File: config.mk
export PLATFORM = sky130hd
export DESIGN_NAME = page_range_permission_check
export DESIGN_NICKNAME = d
export VERILOG_FILES = /design/src/sv/prc_pkg.sv /design/src/sv/prc_decode.sv /design/src/sv/prc_table.sv /design/src/sv/page_range_permission_check.sv
export SDC_FILE = /design/constraint.sdc
export NUM_CORES = 2
export LEC_CHECK = 0
export ABC_AREA = 1
export BUFFER_PORTS_ARGS = -buffer_cell sky130_fd_sc_hd__buf_2
export CAP_MARGIN = 40
export CORE_ASPECT_RATIO = 1.5
export CORE_MARGIN = 2
export CORE_UTILIZATION = 60
export CTS_BUF_LIST = sky130_fd_sc_hd__clkbuf_4 sky130_fd_sc_hd__clkbuf_8 sky130_fd_sc_hd__clkbuf_16
export CTS_CLUSTER_SIZE = 8
export DETAILED_ROUTE_END_ITERATION = 7
export PLACE_DENSITY = 0.77
export SETUP_SLACK_MARGIN = 0.02
export SKIP_LAST_GASP = 1
export SYNTH_ARGS = -nofsm -noshare
export SYNTH_HDL_FRONTEND = slang
export SYNTH_SLANG_ARGS = --single-unit
File: constraint.sdc
create_clock -name clk -period 5.7 [get_ports clk]
set_clock_uncertainty 0.2 [all_clocks]
set_input_delay 0.855 -clock clk [delete_from_list [all_inputs] [get_ports clk]]
set_output_delay 0.855 -clock clk [all_outputs]
set_load 0.02 [all_outputs]
File: src/sv/prc_pkg.sv
// Shared types, codes and defaults for the page range permission checker.
package prc_pkg;

  // Default geometry, handed to the top level parameters.
  localparam int PAGE_SHIFT_DEF = 13;
  localparam int REGION_PAGES_DEF = 128;

  // Table-write beats carry a 7-bit index, so no more entries can ever be loaded.
  localparam int INDEX_W = 7;
  localparam int MAX_TABLE = 1 << INDEX_W;

  // Request actions.
  localparam logic [1:0] ACT_WR_KERNEL = 2'd0;
  localparam logic [1:0] ACT_WR_USER   = 2'd1;
  localparam logic [1:0] ACT_CHECK     = 2'd2;

  // Fault reasons reported with each check result.
  localparam logic [2:0] FAULT_NONE    = 3'd0;
  localparam logic [2:0] FAULT_OUTSIDE = 3'd1;
  localparam logic [2:0] FAULT_KERNEL  = 3'd2;
  localparam logic [2:0] FAULT_INVALID = 3'd3;
  localparam logic [2:0] FAULT_PERM    = 3'd4;

  // One request beat.
  typedef struct packed {
    logic [1:0]         action;
    logic [31:0]        address;
    logic [31:0]        length;
    logic               need_read;
    logic               need_write;
    logic               need_exec;
    logic               kernel_allowed;
    logic [INDEX_W-1:0] entry_index;
    logic               entry_valid;
    logic [2:0]         entry_prot;
  } req_t;

  // One result beat.
  typedef struct packed {
    logic       access_ok;
    logic [2:0] fault_reason;
  } rsp_t;

  // One page table entry: prot bit0 read, bit1 write, bit2 exec.
  typedef struct packed {
    logic       valid;
    logic [2:0] prot;
  } entry_t;

  // Range classification handed from the decoder to the walk control.
  typedef struct packed {
    logic       done;
    logic [2:0] reason;
    logic       region;
  } range_t;

endpackage

File: src/sv/prc_decode.sv
// Range decoder: bounds, region and kernel tests, and the first and last page of a range.
module prc_decode #(
  parameter int PAGE_SHIFT = prc_pkg::PAGE_SHIFT_DEF,
  parameter int REGION_PAGES = prc_pkg::REGION_PAGES_DEF,
  localparam int PAGE_W = $clog2(REGION_PAGES)
) (
  input  logic [31:0]       address,
  input  logic [31:0]       length,
  input  logic              kernel_allowed,
  output prc_pkg::range_t   range,
  output logic [PAGE_W-1:0] first_page,
  output logic [PAGE_W-1:0] last_page
);

  localparam logic [32:0] REGION = 33'(REGION_PAGES) << PAGE_SHIFT;
  localparam logic [32:0] TOP = REGION << 1;

  logic [32:0] addr_x;
  logic [32:0] last_x;
  logic [32:0] first_off;
  logic [32:0] last_off;

  // Classify the range; a range that needs no table walk is marked done.
  always_comb begin
    addr_x = {1'b0, address};
    last_x = addr_x + {1'b0, length} - 33'd1;
    range.done = 1'b1;
    range.reason = prc_pkg::FAULT_NONE;
    range.region = (addr_x >= REGION);
    if (addr_x >= TOP) begin
      range.reason = prc_pkg::FAULT_OUTSIDE;
    end else if (length == 32'd0) begin
      range.reason = prc_pkg::FAULT_NONE;
    end else if (last_x >= TOP) begin
      range.reason = prc_pkg::FAULT_OUTSIDE;
    end else if (!range.region) begin
      if (last_x >= REGION) begin
        range.reason = prc_pkg::FAULT_OUTSIDE;
      end else if (!kernel_allowed) begin
        range.reason = prc_pkg::FAULT_KERNEL;
      end else begin
        range.done = 1'b0;
      end
    end else begin
      range.done = 1'b0;
    end
    first_off = range.region ? addr_x - REGION : addr_x;
    last_off = range.region ? last_x - REGION : last_x;
  end

  // Page numbers within the region; only meaningful when a walk follows.
  assign first_page = PAGE_W'(first_off >> PAGE_SHIFT);
  assign last_page = PAGE_W'(last_off >> PAGE_SHIFT);

endmodule

File: src/sv/prc_table.sv
// Page table memory: both regions in one synchronous RAM with per-entry written flags.
module prc_table #(
  parameter int REGION_PAGES = prc_pkg::REGION_PAGES_DEF,
  localparam int PAGE_W = $clog2(REGION_PAGES)
) (
  input  logic                        clk,
  input  logic                        rst,
  input  logic                        wr_en,
  input  logic                        wr_region,
  input  logic [prc_pkg::INDEX_W-1:0] wr_index,
  input  prc_pkg::entry_t             wr_entry,
  input  logic                        rd_en,
  input  logic                        rd_region,
  input  logic [PAGE_W-1:0]           rd_page,
  output prc_pkg::entry_t             rd_entry
);

  // Only the pages a write beat can reach are stored; the rest always read invalid.
  localparam int DEPTH = (REGION_PAGES < prc_pkg::MAX_TABLE) ? REGION_PAGES : prc_pkg::MAX_TABLE;
  localparam int ADDR_W = $clog2(DEPTH);
  localparam int SLOTS = 2 << ADDR_W;

  prc_pkg::entry_t mem [SLOTS];
  logic [SLOTS-1:0] written;
  prc_pkg::entry_t rd_q;
  logic rd_live;

  logic wr_hit;
  logic rd_hit;
  logic [ADDR_W:0] wr_addr;
  logic [ADDR_W:0] rd_addr;

  assign wr_hit = wr_en && (32'(wr_index) < 32'(DEPTH));
  assign wr_addr = {wr_region, wr_index[ADDR_W-1:0]};
  assign rd_hit = (32'(rd_page) < 32'(DEPTH));
  assign rd_addr = {rd_region, rd_page[ADDR_W-1:0]};

  // Memory write and registered read.
  always_ff @(posedge clk) begin
    if (wr_hit) begin
      mem[wr_addr] <= wr_entry;
    end
    if (rd_en) begin
      rd_q <= mem[rd_addr];
    end
  end

  // Written flags stand in for the reset value of entries never loaded.
  always_ff @(posedge clk) begin
    if (rst) begin
      written <= '0;
      rd_live <= 1'b0;
    end else begin
      if (wr_hit) begin
        written[wr_addr] <= 1'b1;
      end
      if (rd_en) begin
        rd_live <= rd_hit && written[rd_addr];
      end
    end
  end

  assign rd_entry = rd_live ? rd_q : '0;

endmodule

File: src/sv/page_range_permission_check.sv
// Top level of the page range permission checker: request handling, page walk, result register.
//
//   channel  direction  handshake               beat
//   req      in         req_valid / req_stall   prc_pkg::req_t
//   rsp      out        rsp_valid / rsp_stall   prc_pkg::rsp_t
//
// A table-write beat never stalls the request side; req_stall stays low for the next beat.
// A check beat is decoded first and, unless the decode settles it, walks the pages up to
// the first failing page or the last page; the single read port of the table RAM reads one
// page a cycle and each entry is judged the cycle after its read.
// Reset clears the written flags at once, so there is no clearing pass.
// A result waits in the rsp register while stalled; table writes are still taken meanwhile.
module page_range_permission_check #(
  parameter int PAGE_SHIFT = prc_pkg::PAGE_SHIFT_DEF,
  parameter int REGION_PAGES = prc_pkg::REGION_PAGES_DEF
) (
  input  logic          clk,
  input  logic          rst,
  input  logic          req_valid,
  output logic          req_stall,
  input  prc_pkg::req_t req,
  output logic          rsp_valid,
  input  logic          rsp_stall,
  output prc_pkg::rsp_t rsp
);

  localparam int PAGE_W = $clog2(REGION_PAGES);

  localparam logic [1:0] ST_IDLE   = 2'd0;
  localparam logic [1:0] ST_DECODE = 2'd1;
  localparam logic [1:0] ST_WALK   = 2'd2;
  localparam logic [1:0] ST_HOLD   = 2'd3;

  logic [1:0] state;
  logic [1:0] state_next;

  prc_pkg::req_t req_q;
  logic req_acc;
  logic [2:0] need;

  prc_pkg::range_t range_d;
  logic [PAGE_W-1:0] first_d;
  logic [PAGE_W-1:0] last_d;

  logic [PAGE_W-1:0] page_cur;
  logic [PAGE_W-1:0] page_last;
  logic region_q;
  logic issue_more;
  logic pend;
  logic pend_last;

  logic tbl_wr_en;
  logic rd_en;
  prc_pkg::entry_t rd_entry;

  logic fin;
  logic [2:0] fin_reason;
  logic [2:0] reason_q;
  logic out_free;
  logic load;

  // Request side: one check at a time.
  assign req_stall = (state != ST_IDLE);
  assign req_acc = req_valid && !req_stall;
  assign tbl_wr_en = req_acc && (req.action inside {prc_pkg::ACT_WR_KERNEL, prc_pkg::ACT_WR_USER});
  assign need = {req_q.need_exec, req_q.need_write, req_q.need_read};

  // Capture a check beat for decoding.
  always_ff @(posedge clk) begin
    if (req_acc && (req.action == prc_pkg::ACT_CHECK)) begin
      req_q <= req;
    end
  end

  prc_decode #(
    .PAGE_SHIFT  (PAGE_SHIFT),
    .REGION_PAGES(REGION_PAGES)
  ) u_decode (
    .address       (req_q.address),
    .length        (req_q.length),
    .kernel_allowed(req_q.kernel_allowed),
    .range         (range_d),
    .first_page    (first_d),
    .last_page     (last_d)
  );

  prc_table #(
    .REGION_PAGES(REGION_PAGES)
  ) u_table (
    .clk      (clk),
    .rst      (rst),
    .wr_en    (tbl_wr_en),
    .wr_region(req.action == prc_pkg::ACT_WR_USER),
    .wr_index (req.entry_index),
    .wr_entry ({req.entry_valid, req.entry_prot}),
    .rd_en    (rd_en),
    .rd_region(region_q),
    .rd_page  (page_cur),
    .rd_entry (rd_entry)
  );

  // Reads are issued back to back; each entry is judged the cycle after its read.
  assign rd_en = (state == ST_WALK) && issue_more;

  always_ff @(posedge clk) begin
    if (rst) begin
      issue_more <= 1'b0;
      pend <= 1'b0;
    end else begin
      pend <= rd_en;
      if (state == ST_DECODE) begin
        issue_more <= !range_d.done;
      end else if (rd_en) begin
        issue_more <= (page_cur != page_last);
      end
    end
  end

  // Walk position.
  always_ff @(posedge clk) begin
    if (state == ST_DECODE) begin
      page_cur <= first_d;
      page_last <= last_d;
      region_q <= range_d.region;
    end else if (rd_en) begin
      page_cur <= page_cur + PAGE_W'(1);
      pend_last <= (page_cur == page_last);
    end
  end

  // Finish detection: early decode result, failing page, last page passed, or held result.
  always_comb begin
    fin = 1'b0;
    fin_reason = prc_pkg::FAULT_NONE;
    case (state)
      ST_DECODE: begin
        fin = range_d.done;
        fin_reason = range_d.reason;
      end
      ST_WALK: begin
        if (pend) begin
          if (!rd_entry.valid) begin
            fin = 1'b1;
            fin_reason = prc_pkg::FAULT_INVALID;
          end else if ((need & ~rd_entry.prot) != 3'd0) begin
            fin = 1'b1;
            fin_reason = prc_pkg::FAULT_PERM;
          end else if (pend_last) begin
            fin = 1'b1;
          end
        end
      end
      ST_HOLD: begin
        fin = 1'b1;
        fin_reason = reason_q;
      end
      default: begin
        fin = 1'b0;
      end
    endcase
  end

  assign out_free = !rsp_valid || !rsp_stall;
  assign load = fin && out_free;

  // Control sequence.
  always_comb begin
    state_next = state;
    case (state)
      ST_IDLE: begin
        if (req_acc && (req.action == prc_pkg::ACT_CHECK)) begin
          state_next = ST_DECODE;
        end
      end
      ST_DECODE: begin
        if (range_d.done) begin
          state_next = out_free ? ST_IDLE : ST_HOLD;
        end else begin
          state_next = ST_WALK;
        end
      end
      ST_WALK: begin
        if (fin) begin
          state_next = out_free ? ST_IDLE : ST_HOLD;
        end
      end
      ST_HOLD: begin
        if (out_free) begin
          state_next = ST_IDLE;
        end
      end
      default: begin
        state_next = ST_IDLE;
      end
    endcase
  end

  always_ff @(posedge clk) begin
    if (rst) begin
      state <= ST_IDLE;
    end else begin
      state <= state_next;
    end
  end

  // Reason kept while the result register is still occupied.
  always_ff @(posedge clk) begin
    if (fin) begin
      reason_q <= fin_reason;
    end
  end

  // Result register.
  always_ff @(posedge clk) begin
    if (rst) begin
      rsp_valid <= 1'b0;
    end else if (load) begin
      rsp_valid <= 1'b1;
    end else if (!rsp_stall) begin
      rsp_valid <= 1'b0;
    end
  end

  always_ff @(posedge clk) begin
    if (load) begin
      rsp.access_ok <= (fin_reason == prc_pkg::FAULT_NONE);
      rsp.fault_reason <= fin_reason;
    end
  end

endmodule

==> qor.yml <==
setup_path:
  critPathLaunchType: "flop"
  required_ns: 6.05
  endpoint_kind: "flop"
  arrival_ns: 4.46
  cp_max_fo: 205
  path_class: "flop to flop"
layout:
  final_common_cell: "nor2_1"
  seqCellArea_um2: 38800
  syn2layout_area_growth_pct: 13.4
  layout_common_cells: "1489 x nor2_1, 1119 x edfxtp_1, 643 x o21ai_0"
  fill_cells: 6643
  fin_area_um2: 65000
  drive_gt1_share_pct: 9.98
  multi_input_area_um2: 16000
  fin_nets: 5547
global_route:
  grt_pass1_vias: 41500
  overflow: 0
  grt_max_degree: 224
  antenna_found_initial: 2
  grt_util_all_layers_pct: 32.1
  grt_pass1_wl_um: 238000
synth:
  syn_avg_cell_area_um2: 10.7
  synthCells: 5376
  synth_ff_type: "edfxtp_1"
  synth_edf_count: 1119
  synth_cell_types: 44
  synth_warnings: 0
  syn_nets: 5526
  synth_top_area_share_pct: 58.6
  synthTopCellsByArea: "edfxtp_1 59%, nor2_1 9.8%, dfxtp_1 9.1%, o21ai_0 5.6%, nand2_1 2.8%"
  async_reset_ff_share_pct: 0
  yosys_register_bits: 1381
  netlist_area_um2: 57400
  yosysSeqAreaShare_pct: 67.7
  yosysTopAreaCell: "edfxtp_1"
detailed_routing:
  drt_iter0_markers: 5677
  routedWlPerCell_um: 23.2
  route.vias.total: 42200
  drc: 0
  wirelength_um: 159000
  via_per_inst: 6.19
  first_pass_iters: 6
  ant_nets: 0
sta:
  min_period_ns: 4.11
  worst_slew_margin_rel_pct: 33.9
  slew_violations: 0
  setup_violations: 0
  layout_setup_ws_ns: 1.59
  fin_crit_sh_pct: 72.1
  tightest_slew_ns: 0.991
  fmax_mhz: 243
  hold_viol_final: 0
  rsz0062_at_grt: "no"
  fin_tns_setup_ns: 0
floorplanning:
  num_rows: 138
  fp.dieH_um: 383
  die_w_um: 256
  coreArea_um2: 94600
  die_area_um2: 98100
  start_util_pct: 60.6
  ios: 91
clock_network:
  worst_skew_pair.late_latency_ns: 0.79
  htree_num_levels: 4
  cts_inserted_buffers: 191
  cts_sinks: 1381
  cts_resized: 0
  cts_hold_buffers: 6
  cts_buffer_depth: 3
  path_clk_slew_ns: 0.05
  cts_root_buffer: "clkbuf_16"
  cts_tree: "done"
  post_cts_buffers: 0
run:
  maxCapViolCount: 0
placed_design:
  dpl_cell_area_um2: 58800
  place.port_buffers: 90
  pre_cts_ws_ns: 1.92
  hpwlAfterDp_um: 90200
  place_congestion: 0.953
hold_path:
  hold_path_class: "input pin to flop"
power_and_ir_drop:
  powerDensity_nw_per_um2: 417
  p_leak_nw: 23.1
  vdd_ir_drop_max_mv: 0.435
run_status:
  status: "finished, final reports clean"
## worst max-delay path, cell delays in order, from the launching register on
cell,delay (ns)
edfxtp_1,0.49
buf_12,0.44
buf_12,0.69
nor2_1,0.10
o21ai_0,0.11
o211ai_1,0.12
nand2_1,0.09
a31oi_1,0.05
o311ai_1,0.52
nand3_1,0.58
nand3_1,0.22
nand2_1,0.06
## power breakdown
| group | switching [mW] | total, mW | internal [mW] | leakage (nW) |
|---|---|---|---|---|
| clock network | 4.20 | 11.2 | 7.02 | 3.16 |
| logic | 3.51 | 4.83 | 1.31 | 7.74 |
| registers | 0.0674 | 11.1 | 11.0 | 12.2 |
| total | 7.77 | 27.1 | 19.4 | 23.1 |
## cells by family (layout without fill, tap and decap cells)
kind of cell             after synthesis  after routing  share of synthesized area [%]
XOR/XNOR                              18             18                          0.275
adder cells (fa/ha/maj)               65             65                           1.43
buffers and inverters                640            825                           4.48
other                                  0              3                              0
AO/OA/AOI/OAI                       1088           1088                           11.0
flip-flops                          1381           1381                           67.7
AND/OR/NAND/NOR                     2184           2184                           15.1
## layout make-up
class | instances | share of cell area, %
clock inverter | 16 | 0.417
timing repair buffer | 157 | 1.97
inverter | 311 | 1.82
tap | 1260 | 2.42
clock buffer | 341 | 9.09
sequential | 1381 | 59.7
multi-input combinational | 3355 | 24.5
antenna | 3 | 0.0115
## cell usage after synthesis (2+ instances only)
| master | n |
|---|---|
| a21oi_1 | 65 |
| a21oi_2 | 3 |
| a31oi_1 | 4 |
| buf_1 | 13 |
| buf_2 | 73 |
| buf_4 | 20 |
| clkbuf_1 | 223 |
| dfxtp_1 | 262 |
| edfxtp_1 | 1119 |
| ha_1 | 64 |
| inv_1 | 303 |
| inv_2 | 7 |
| nand2_1 | 423 |
| nand2_2 | 11 |
| nand3_1 | 188 |
| nand4_1 | 35 |
| nor2_1 | 1492 |
| nor2_2 | 11 |
| nor2_4 | 2 |
| nor3_1 | 4 |
| nor3_2 | 2 |
| nor4_1 | 6 |
| o211ai_1 | 35 |
| o21a_1 | 11 |
| o21ai_0 | 643 |
| o21ai_1 | 10 |
| o221ai_1 | 124 |
| o22ai_1 | 188 |
| or2_2 | 4 |
| xnor2_1 | 9 |
| xor2_1 | 9 |
## per-stage QoR
stage | hold WS, ns | util [%] | total power [mW] | instances
finish | 0.0350 | 68.7 | 27.1 | 6824
floorplan | 0.235 | - | 14.3 | 5376
CTS | 0.000123 | 68.7 | 27.1 | 6821
global route | 0.0102 | 68.7 | 28.0 | 6822
global placement | 0.242 | 62.0 | 15.8 | 6454
detailed placement | 0.250 | 62.1 | 15.9 | 6458
## state kept, by name, indices dropped and copies added, names as in the netlist
signal / flops
u_table.mem: 1024
u_table.written: 256
req_q: 65
page_cur: 7
page_last: 7
rsp: 4
u_table.rd_q: 4
need: 3
reason_q: 3
state: 2
issue_more: 1
pend: 1
pend_last: 1
region_q: 1
rsp_valid: 1
u_table.rd_live: 1
## metal layers
layer	part of all wire (%)	vias up	track usage (%)
met5	0.018	-	0
met4	7.5	4	22.2
met3	9.8	643	6.63
met2	50	2722	54.0
met1	33	20000	36.8
li1	-	18900	-
## final timing paths
kind                             start                   end  slack (ns)  cells past startpoint
hold reg to reg   u_table.written[121]  u_table.written[121]        0.26                      2
setup / recovery           page_cur[1]       u_table.rd_q[2]        1.59                     11
hold / removal                 req[12]               need[2]        0.03                      1
setup reg to reg           page_cur[1]       u_table.rd_q[2]        1.59                     11
Power figures use the tool's default switching activity.
